### config.mk
export PLATFORM = sky130hd
export DESIGN_NAME = escaped_frame_deframer_filter
export DESIGN_NICKNAME = d
export VERILOG_FILES = /design/src/efdf_pkg.sv /design/src/escaped_frame_deframer_filter.sv /design/src/efdf_front.sv /design/src/efdf_queue.sv /design/src/efdf_back.sv
export SDC_FILE = /design/constraint.sdc
export NUM_CORES = 1
export LEC_CHECK = 0
export BUFFER_PORTS_ARGS = -buffer_cell sky130_fd_sc_hd__clkbuf_2
export CAP_MARGIN = 25
export CORE_ASPECT_RATIO = 1.4
export CORE_MARGIN = 2
export CORE_UTILIZATION = 61
export CTS_CLUSTER_DIAMETER = 150
export DETAILED_ROUTE_END_ITERATION = 7
export MAX_ROUTING_LAYER = met4
export PLACE_DENSITY = 0.8
export SYNTH_ARGS = -nofsm -noshare
export SYNTH_HDL_FRONTEND = slang
export SYNTH_SLANG_ARGS = --single-unit
export TNS_END_PERCENT = 30
### constraint.sdc
create_clock -name clk_i -period 3.3 [get_ports clk_i]
set_input_delay 0.99 -clock clk_i [delete_from_list [all_inputs] [get_ports clk_i]]
set_output_delay 0.99 -clock clk_i [all_outputs]
set_load 0.01 [all_outputs]
### src/efdf_pkg.sv
// Shared types and constants for the escaped frame deframer and filter.
// Used by the front, queue, back and top-level modules; depends on nothing.
package efdf_pkg;

  // Configuration register indexes.
  localparam logic [2:0] CFG_DEVICE_ADDRESS   = 3'd0;
  localparam logic [2:0] CFG_ESCAPE_BYTE      = 3'd1;
  localparam logic [2:0] CFG_END_CODE         = 3'd2;
  localparam logic [2:0] CFG_ZERO_CODE        = 3'd3;
  localparam logic [2:0] CFG_ONE_CODE         = 3'd4;
  localparam logic [2:0] CFG_EXPECTED_VERSION = 3'd5;
  localparam logic [2:0] CFG_COMMAND_CODE     = 3'd6;
  localparam logic [2:0] CFG_RESPONSE_CODE    = 3'd7;

  // Verdict codes.
  localparam logic [2:0] VERD_COMMAND  = 3'd0;
  localparam logic [2:0] VERD_RESPONSE = 3'd1;
  localparam logic [2:0] VERD_VERSION  = 3'd2;
  localparam logic [2:0] VERD_LENGTH   = 3'd3;
  localparam logic [2:0] VERD_ADDRESS  = 3'd4;
  localparam logic [2:0] VERD_TYPE     = 3'd5;
  localparam logic [2:0] VERD_OVERFLOW = 3'd6;
  localparam logic [2:0] VERD_BAD_ESC  = 3'd7;

  // Result item kinds.
  localparam logic KIND_DATA    = 1'b0;
  localparam logic KIND_VERDICT = 1'b1;

  typedef struct packed {
    logic [7:0] device_address;
    logic [7:0] escape_byte;
    logic [7:0] end_code;
    logic [7:0] zero_code;
    logic [7:0] one_code;
    logic [7:0] expected_version;
    logic [7:0] command_code;
    logic [7:0] response_code;
  } cfg_t;

  // What the front hands to the back for one classified link byte.
  typedef enum logic [1:0] {
    OP_DATA,
    OP_BAD_ESC,
    OP_END
  } op_e;

  typedef struct packed {
    op_e        op;
    logic [7:0] value;
    logic       last;
  } entry_t;

endpackage

### src/escaped_frame_deframer_filter.sv
// Escaped frame deframer with header filter: configuration registers, front, queue and back.
// Depends on efdf_pkg, efdf_front, efdf_queue and efdf_back.
// Throughput, when not stalled: one link byte per cycle; the front and the back each run at one byte per cycle.
// A result passes through a queue slot and then the output register after its byte's transfer.
// In a steady stream the input stalls once an output stall has filled the queue; the queue holds the
// byte taken as the output stall began. Reset clears the escape state, the frame state, the queue and the
// output valid, and restores every configuration register to its default.
module escaped_frame_deframer_filter
  import efdf_pkg::*;
#(
  parameter int MAX_FRAME   = 256,
  parameter int VERSION_POS = 0,
  parameter int LENGTH_POS  = 1,
  parameter int TYPE_POS    = 2,
  parameter int DEST_POS    = 3,
  parameter int BROADCAST   = 255
) (
  input  logic       clk_i,
  input  logic       rst_ni,
  input  logic       cfg_valid_i,
  output logic       cfg_ready_o,
  input  logic [2:0] cfg_index_i,
  input  logic [7:0] cfg_data_i,
  input  logic       in_valid_i,
  output logic       in_stall_o,
  input  logic [7:0] link_byte_i,
  input  logic       buffer_end_i,
  output logic       out_valid_o,
  input  logic       out_stall_i,
  output logic       item_kind_o,
  output logic [7:0] decoded_byte_o,
  output logic [8:0] byte_position_o,
  output logic [2:0] verdict_o
);

  cfg_t   cfg_q;
  logic   push, full, q_valid, q_pop;
  entry_t front_entry, q_entry;

  assign cfg_ready_o = 1'b1;

  always_ff @(posedge clk_i or negedge rst_ni) begin
    if (!rst_ni) begin
      cfg_q.device_address   <= 8'd0;
      cfg_q.escape_byte      <= 8'd125;
      cfg_q.end_code         <= 8'd3;
      cfg_q.zero_code        <= 8'd4;
      cfg_q.one_code         <= 8'd5;
      cfg_q.expected_version <= 8'd1;
      cfg_q.command_code     <= 8'd0;
      cfg_q.response_code    <= 8'd1;
    end else if (cfg_valid_i) begin
      unique case (cfg_index_i)
        CFG_DEVICE_ADDRESS:   cfg_q.device_address   <= cfg_data_i;
        CFG_ESCAPE_BYTE:      cfg_q.escape_byte      <= cfg_data_i;
        CFG_END_CODE:         cfg_q.end_code         <= cfg_data_i;
        CFG_ZERO_CODE:        cfg_q.zero_code        <= cfg_data_i;
        CFG_ONE_CODE:         cfg_q.one_code         <= cfg_data_i;
        CFG_EXPECTED_VERSION: cfg_q.expected_version <= cfg_data_i;
        CFG_COMMAND_CODE:     cfg_q.command_code     <= cfg_data_i;
        CFG_RESPONSE_CODE:    cfg_q.response_code    <= cfg_data_i;
        default: begin
        end
      endcase
    end
  end

  efdf_front u_front (
    .clk_i        (clk_i),
    .rst_ni       (rst_ni),
    .cfg_i        (cfg_q),
    .in_valid_i   (in_valid_i),
    .in_stall_o   (in_stall_o),
    .link_byte_i  (link_byte_i),
    .buffer_end_i (buffer_end_i),
    .full_i       (full),
    .push_o       (push),
    .entry_o      (front_entry)
  );

  efdf_queue #(
    .DEPTH (2)
  ) u_queue (
    .clk_i   (clk_i),
    .rst_ni  (rst_ni),
    .push_i  (push),
    .entry_i (front_entry),
    .full_o  (full),
    .valid_o (q_valid),
    .pop_i   (q_pop),
    .entry_o (q_entry)
  );

  efdf_back #(
    .MAX_FRAME   (MAX_FRAME),
    .VERSION_POS (VERSION_POS),
    .LENGTH_POS  (LENGTH_POS),
    .TYPE_POS    (TYPE_POS),
    .DEST_POS    (DEST_POS),
    .BROADCAST   (BROADCAST)
  ) u_back (
    .clk_i           (clk_i),
    .rst_ni          (rst_ni),
    .cfg_i           (cfg_q),
    .q_valid_i       (q_valid),
    .q_entry_i       (q_entry),
    .q_pop_o         (q_pop),
    .out_valid_o     (out_valid_o),
    .out_stall_i     (out_stall_i),
    .item_kind_o     (item_kind_o),
    .decoded_byte_o  (decoded_byte_o),
    .byte_position_o (byte_position_o),
    .verdict_o       (verdict_o)
  );

endmodule

### src/efdf_front.sv
// Front end: accepts link bytes, strips escape stuffing and classifies each byte.
// Depends on efdf_pkg; feeds efdf_queue.
module efdf_front
  import efdf_pkg::*;
(
  input  logic       clk_i,
  input  logic       rst_ni,
  input  cfg_t       cfg_i,
  input  logic       in_valid_i,
  output logic       in_stall_o,
  input  logic [7:0] link_byte_i,
  input  logic       buffer_end_i,
  input  logic       full_i,
  output logic       push_o,
  output entry_t     entry_o
);

  logic esc_pending_q, esc_pending_d;
  logic accept;
  logic keep;

  assign in_stall_o = full_i;
  assign accept     = in_valid_i & ~full_i;

  always_comb begin
    esc_pending_d = esc_pending_q;
    keep          = 1'b1;
    entry_o.op    = OP_DATA;
    entry_o.value = link_byte_i;
    entry_o.last  = buffer_end_i;
    if (esc_pending_q) begin
      esc_pending_d = 1'b0;
      if (link_byte_i == cfg_i.end_code) begin
        entry_o.op = OP_END;
      end else if (link_byte_i == cfg_i.zero_code) begin
        entry_o.value = 8'd0;
      end else if (link_byte_i == cfg_i.one_code) begin
        entry_o.value = 8'd1;
      end else begin
        entry_o.op = OP_BAD_ESC;
      end
    end else if (link_byte_i == cfg_i.escape_byte) begin
      // An escape that ends the buffer can never get its code.
      if (buffer_end_i) begin
        entry_o.op = OP_BAD_ESC;
      end else begin
        esc_pending_d = 1'b1;
        keep          = 1'b0;
      end
    end
  end

  assign push_o = accept & keep;

  always_ff @(posedge clk_i or negedge rst_ni) begin
    if (!rst_ni) begin
      esc_pending_q <= 1'b0;
    end else if (accept) begin
      esc_pending_q <= esc_pending_d;
    end
  end

endmodule

### src/efdf_queue.sv
// Short queue of classified bytes between the front and the back.
// Depends on efdf_pkg for the entry type.
module efdf_queue
  import efdf_pkg::*;
#(
  parameter int DEPTH = 2
) (
  input  logic   clk_i,
  input  logic   rst_ni,
  input  logic   push_i,
  input  entry_t entry_i,
  output logic   full_o,
  output logic   valid_o,
  input  logic   pop_i,
  output entry_t entry_o
);

  localparam int PtrW = (DEPTH > 1) ? $clog2(DEPTH) : 1;
  localparam int CntW = $clog2(DEPTH + 1);
  localparam logic [PtrW-1:0] LastPtr = PtrW'(DEPTH - 1);
  localparam logic [CntW-1:0] FullCnt = CntW'(DEPTH);

  entry_t            mem_q [DEPTH];
  logic [PtrW-1:0]   wr_ptr_q, rd_ptr_q;
  logic [CntW-1:0]   count_q;
  logic              do_pop;

  assign full_o  = (count_q == FullCnt);
  assign valid_o = (count_q != '0);
  assign entry_o = mem_q[rd_ptr_q];
  assign do_pop  = pop_i & valid_o;

  always_ff @(posedge clk_i) begin
    if (push_i) begin
      mem_q[wr_ptr_q] <= entry_i;
    end
  end

  always_ff @(posedge clk_i or negedge rst_ni) begin
    if (!rst_ni) begin
      wr_ptr_q <= '0;
      rd_ptr_q <= '0;
      count_q  <= '0;
    end else begin
      if (push_i) begin
        wr_ptr_q <= (wr_ptr_q == LastPtr) ? '0 : wr_ptr_q + 1'b1;
      end
      if (do_pop) begin
        rd_ptr_q <= (rd_ptr_q == LastPtr) ? '0 : rd_ptr_q + 1'b1;
      end
      if (push_i && !do_pop) begin
        count_q <= count_q + 1'b1;
      end else if (!push_i && do_pop) begin
        count_q <= count_q - 1'b1;
      end
    end
  end

endmodule

### src/efdf_back.sv
// Back end: frame counting, header capture, verdict and the output register.
// Depends on efdf_pkg; drains efdf_queue.
module efdf_back
  import efdf_pkg::*;
#(
  parameter int MAX_FRAME   = 256,
  parameter int VERSION_POS = 0,
  parameter int LENGTH_POS  = 1,
  parameter int TYPE_POS    = 2,
  parameter int DEST_POS    = 3,
  parameter int BROADCAST   = 255
) (
  input  logic       clk_i,
  input  logic       rst_ni,
  input  cfg_t       cfg_i,
  input  logic       q_valid_i,
  input  entry_t     q_entry_i,
  output logic       q_pop_o,
  output logic       out_valid_o,
  input  logic       out_stall_i,
  output logic       item_kind_o,
  output logic [7:0] decoded_byte_o,
  output logic [8:0] byte_position_o,
  output logic [2:0] verdict_o
);

  localparam logic [8:0] MaxCnt     = 9'(MAX_FRAME);
  localparam logic [8:0] VersionPos = 9'(VERSION_POS);
  localparam logic [8:0] LengthPos  = 9'(LENGTH_POS);
  localparam logic [8:0] TypePos    = 9'(TYPE_POS);
  localparam logic [8:0] DestPos    = 9'(DEST_POS);
  localparam logic [7:0] Bcast      = 8'(BROADCAST);

  logic [8:0] cnt_q, cnt_d;
  logic [7:0] ver_q, ver_d, len_q, len_d, dst_q, dst_d, typ_q, typ_d;
  logic       ovf_q, ovf_d, esc_q, esc_d;

  logic       out_valid_q;
  logic       kind_q;
  logic [7:0] byte_q;
  logic [8:0] pos_q;
  logic [2:0] verd_q;

  logic       emit_verdict, emit_data;
  logic [2:0] verd;

  assign q_pop_o = q_valid_i & (~out_valid_q | ~out_stall_i);

  always_comb begin
    cnt_d        = cnt_q;
    ver_d        = ver_q;
    len_d        = len_q;
    dst_d        = dst_q;
    typ_d        = typ_q;
    ovf_d        = ovf_q;
    esc_d        = esc_q;
    emit_verdict = 1'b0;
    emit_data    = 1'b0;
    case (q_entry_i.op)
      OP_END: begin
        emit_verdict = 1'b1;
      end
      OP_BAD_ESC: begin
        esc_d        = 1'b1;
        emit_verdict = q_entry_i.last;
      end
      OP_DATA: begin
        emit_verdict = q_entry_i.last;
        if (cnt_q >= MaxCnt) begin
          ovf_d = 1'b1;
        end else begin
          if (cnt_q == VersionPos) ver_d = q_entry_i.value;
          if (cnt_q == LengthPos)  len_d = q_entry_i.value;
          if (cnt_q == DestPos)    dst_d = q_entry_i.value;
          if (cnt_q == TypePos)    typ_d = q_entry_i.value;
          cnt_d     = cnt_q + 9'd1;
          emit_data = ~q_entry_i.last;
        end
      end
      default: begin
      end
    endcase
  end

  // Checks in priority order, on the frame state after this byte.
  always_comb begin
    if (esc_d) begin
      verd = VERD_BAD_ESC;
    end else if (ovf_d) begin
      verd = VERD_OVERFLOW;
    end else if (ver_d != cfg_i.expected_version) begin
      verd = VERD_VERSION;
    end else if (cnt_d != {1'b0, len_d}) begin
      verd = VERD_LENGTH;
    end else if (dst_d != cfg_i.device_address && dst_d != Bcast) begin
      verd = VERD_ADDRESS;
    end else if (typ_d == cfg_i.command_code) begin
      verd = VERD_COMMAND;
    end else if (typ_d == cfg_i.response_code) begin
      verd = VERD_RESPONSE;
    end else begin
      verd = VERD_TYPE;
    end
  end

  always_ff @(posedge clk_i or negedge rst_ni) begin
    if (!rst_ni) begin
      cnt_q       <= '0;
      ver_q       <= '0;
      len_q       <= '0;
      dst_q       <= '0;
      typ_q       <= '0;
      ovf_q       <= 1'b0;
      esc_q       <= 1'b0;
      out_valid_q <= 1'b0;
    end else begin
      if (q_pop_o) begin
        if (emit_verdict) begin
          cnt_q <= '0;
          ver_q <= '0;
          len_q <= '0;
          dst_q <= '0;
          typ_q <= '0;
          ovf_q <= 1'b0;
          esc_q <= 1'b0;
        end else begin
          cnt_q <= cnt_d;
          ver_q <= ver_d;
          len_q <= len_d;
          dst_q <= dst_d;
          typ_q <= typ_d;
          ovf_q <= ovf_d;
          esc_q <= esc_d;
        end
        out_valid_q <= emit_verdict | emit_data;
      end else if (!out_stall_i) begin
        out_valid_q <= 1'b0;
      end
    end
  end

  always_ff @(posedge clk_i) begin
    if (q_pop_o) begin
      if (emit_verdict) begin
        kind_q <= KIND_VERDICT;
        byte_q <= 8'd0;
        pos_q  <= cnt_d;
        verd_q <= verd;
      end else begin
        kind_q <= KIND_DATA;
        byte_q <= q_entry_i.value;
        pos_q  <= cnt_q;
        verd_q <= VERD_COMMAND;
      end
    end
  end

  assign out_valid_o     = out_valid_q;
  assign item_kind_o     = kind_q;
  assign decoded_byte_o  = byte_q;
  assign byte_position_o = pos_q;
  assign verdict_o       = verd_q;

endmodule
==> results.md <==
Timing:
- In the finished design, the share of the clock period the worst path needs comes to 0.9223.
- The clock arrives with 14.21 ps of skew.
- The max-slew violation count is 0.
- The transition at the pin with the smallest max-transition slack is 923.1 ps.
- The number of hold violations in the final report is 0.
- Setup repair after global routing left no endpoint under its margin.
- The smallest clock period supported by the final layout is computed as 3043 ps.
- Headroom to the max-slew limit came out at 0.3804.
- Timing would allow up to 328.6 MHz.
- The final setup TNS is 0 ps.
- Setup violations remaining at the end of the flow were counted as 0.

Power and ir drop:
- The analysis attributes to cell leakage a power of 3.820 nW.
- VDD sags by at most 0.4799 mV.
- For this design the ratio of total power to cell area is 807.8 nW/µm².

Logic synthesis:
- The post-synthesis net count is 756.
- The share of the Yosys chip area taken by registers is 0.5139.
- The share of synthesized registers carrying an async set or reset is 0.7244.
- The dominant cell by count in the synthesized netlist is sky130_fd_sc_hd__dfrtp_1.
- The cell area that synthesis handed to floorplanning was 8046 µm².
- In this run, distinct cell masters in the synthesized netlist total 64.
- After synthesis, the mean cell area works out to 11.08 µm².
- The most common flop cell mapped by yosys is sky130_fd_sc_hd__dfrtp_1.
- In the synthesized netlist, the number of instances is 726.
- Ranked by instance count, the synthesized netlist is headed by sky130_fd_sc_hd__dfrtp_1 (100), sky130_fd_sc_hd__nand2_1 (75), sky130_fd_sc_hd__mux2_2 (70), sky130_fd_sc_hd__o21ai_0 (53), sky130_fd_sc_hd__edfxtp_1 (43).
- In this run, synthesis produced a sequential element count of 156.
- For this run, the number of Yosys warnings is 0.
- Counting flops with a built-in enable in the synthesized netlist gives 43.
- In the post-synthesis netlist, the biggest area contributors are sky130_fd_sc_hd__dfrtp_1 (31%), sky130_fd_sc_hd__edfxtp_1 (16%), sky130_fd_sc_hd__mux2_2 (9.8%), sky130_fd_sc_hd__dfstp_2 (4.2%), sky130_fd_sc_hd__xor2_1 (4.1%).
- The leading area contributor after synthesis is sky130_fd_sc_hd__dfrtp_1.
- The share of synthesized area in the top cell type comes to 0.3110.

Worst setup path:
- The worst setup path is launched from a flip-flop.
- The nature of the critical path endpoint is a flip-flop.
- The critical path in this run is classified as reg2reg.
- STA puts the critical path data arrival time at 3220 ps.
- The largest driver fanout on the critical path is 13.
- The required time reported for the critical path endpoint is 3470 ps.

Clock network:
- Clock tree synthesis inserted a total of 17 buffers.
- For this design, the sink count on the clock tree is 156.
- In this run the deepest clock path goes through 2 buffers.
- Post-CTS repair changed the size of 0 cells.
- The number of H-tree branching levels is 4.
- The number of buffers added for setup after CTS is 0.
- TritonCTS built the clock tree.
- Clock-pin slew was measured on the worst setup and hold paths at 60 ps.
- The later pin in the worst-skew pair is clocked with a latency of 430 ps.
- The number of buffers inserted for hold repair after clock tree synthesis is 0.
- The master cell of the clock root buffer is sky130_fd_sc_hd__clkbuf_16.

Detailed routing:
- For this block, the via count after detailed routing is 5990.
- Using the TritonRoute via totals, the vias-per-cell ratio works out to 6.319.
- The number of DRC markers in iteration 0 is 521.
- The number of design rule violations left after detail routing is 0.
- The final layout contains routed wiring with a total length of 19380 µm.
- The first detailed-routing pass took 6 iterations.
- The count of nets left with antenna violations after detail routing is 0.
- After detailed routing, the average wire length per cell comes to 20.44 µm.

Floorplanning:
- The area inside the core boundary is 12870 µm².
- The die covers 14140 µm².
- The number of core rows is 49.
- The effective utilization at floorplan is 0.6250.
- The horizontal die dimension is 101.1 µm.
- The die is 139.9 µm tall.
- The I/O pin total is 49.

Final layout:
- In the final layout, the share of cells above drive strength 1 is 0.2553.
- 0 antenna diodes ended up in the layout.
- The synthesis-to-layout area growth is 12.91%.
- The layout net count is 812.
- The final-layout fill cell count is 907.
- The final standard cell count with taps included and fillers excluded is 948.

Global route:
- The global routing usage summed across all routing layers is 0.2980.
- The initial antenna violation count was 0.
- The via count of the first global-routing pass is 6144.
- Global routing finished with a remaining overflow of 0.
- The maximum number of pins on one net before global-route repair is 53.
- The first global-routing pass estimated 31460 µm of wire.

Job:
- Across the run, the number of max-cap violations was 0.

Placed design:
- In this run, placement finished with an instance count of 916.
- Input and output buffers added on the ports amount to 47.
- At the end of routability-driven placement, the weighted congestion stood at 0.9331.
- The HPWL after detailed placement is 13690 µm.

Outcome:
- The flow ran to the end, and the final reports show no timing, DRC or antenna violations.

Worst hold path:
- The tightest min-delay check is of the reg2reg type.
## final cells by class
cell class | count | area (µm²) | share of cell area
inverter | 30 | 112.6 | 0.01239
timing repair buffer | 76 | 455.4 | 0.05013
sequential | 156 | 4135 | 0.4552
multi-input combinational | 501 | 3597 | 0.3960
clock inverter | 7 | 75.07 | 0.008263
tap | 153 | 191.4 | 0.02107
clock buffer | 25 | 518.0 | 0.05702
## worst max-delay path, cell delays in order (launching register included)
cell and delay, ps:
sky130_fd_sc_hd__dfrtp_1 490, sky130_fd_sc_hd__inv_1 220, sky130_fd_sc_hd__ha_1 180, sky130_fd_sc_hd__nor3b_1 280, sky130_fd_sc_hd__o211ai_1 170, sky130_fd_sc_hd__buf_4 240, sky130_fd_sc_hd__mux2i_1 170, sky130_fd_sc_hd__o2bb2ai_1 140
sky130_fd_sc_hd__a211oi_1 450, sky130_fd_sc_hd__a31oi_1 110, sky130_fd_sc_hd__nor2_1 220, sky130_fd_sc_hd__o41ai_2 110
## placed cells by master, fill, tap and decap left out, types with 19 or more instances in the layout
master	n
sky130_fd_sc_hd__a21oi_1	23
sky130_fd_sc_hd__buf_4	30
sky130_fd_sc_hd__clkbuf_16	19
sky130_fd_sc_hd__clkbuf_2	46
sky130_fd_sc_hd__dfrtp_1	100
sky130_fd_sc_hd__edfxtp_1	43
sky130_fd_sc_hd__inv_1	30
sky130_fd_sc_hd__mux2_2	70
sky130_fd_sc_hd__nand2_1	75
sky130_fd_sc_hd__nor2_1	41
sky130_fd_sc_hd__o21ai_0	53
sky130_fd_sc_hd__xnor2_1	37
sky130_fd_sc_hd__xor2_1	38
## through the flow
stage | hold slack [ps] | area (µm²) | power (mW) | worst slack (ps) | util
final | 489.8 | 9085 | 7.339 | 256.6 | 0.7056
after global routing | 515.1 | 9085 | 7.728 | 65.04 | 0.7056
after CTS | 488.3 | 9071 | 7.328 | 220.5 | 0.7046
after detailed placement | 471.7 | 8478 | 5.371 | 264.0 | 0.6585
after global placement | 468.6 | 8478 | 5.272 | 314.9 | 0.6585
after floorplan | 444.7 | 8046 | 4.570 | 481.2 | -
## report_power, final
| part | internal [mW] | switching, mW | total [mW] |
|---|---|---|---|
| clock network | 1.17 | 0.767 | 1.94 |
| registers | 2.57 | 0.359 | 2.93 |
| logic | 0.990 | 1.48 | 2.47 |
| total | 4.73 | 2.61 | 7.34 |
## kinds of logic after synthesis
| logic type | count (synthesis) | synth area share |
|---|---|---|
| fa+ha+maj | 5 | 0.007775 |
| buf+inv | 69 | 0.04074 |
| mux | 84 | 0.1154 |
| flops | 156 | 0.5139 |
| compound gates | 136 | 0.1071 |
| simple gates | 199 | 0.1309 |
| other cells | 1 | 0.0004660 |
| xor+xnor | 76 | 0.08366 |
## state kept, by name, indices dropped and copies added (netlist names), 2 cells and up
signal	count
cfg_q	64
u_queue.mem_q	22
u_back.byte_position_o	9
u_back.cnt_q	9
u_back.decoded_byte_o	8
u_back.dst_q	8
u_back.len_q	8
u_back.typ_q	8
u_back.ver_q	8
u_back.verdict_o	3
u_queue.count_q	2
## metal layers
metal  vias to the layer above  global-route usage  wire length [µm]
met5                         -                   -                 0
met4                         0              0.1558               876
met3                        73             0.05838              1211
met2                       279              0.4859              9946
met1                      2932              0.3458              7343
li1                       2706                   -                 -
## worst paths after layout
check,start,end,slack (ps),cells past startpoint
max,u_back.cnt_q[0]$_DFFE_PN0P_,u_back.verdict_o[2]$_SDFFCE_PN0P_,260,11
min in group asynchronous,rst_ni,u_queue.count_q[1]$_DFFE_PN0P_,590,1
min reg2reg,u_back.len_q[6]$_DFFE_PN0P_,u_back.len_q[6]$_DFFE_PN0P_,490,2
max in group asynchronous,rst_ni,cfg_q[0]$_DFFE_PN1P_,1850,2
max reg2reg,u_back.cnt_q[0]$_DFFE_PN0P_,u_back.verdict_o[2]$_SDFFCE_PN0P_,260,11
min,u_back.len_q[6]$_DFFE_PN0P_,u_back.len_q[6]$_DFFE_PN0P_,490,2
Note: power is estimated with default switching activity, not from simulation.
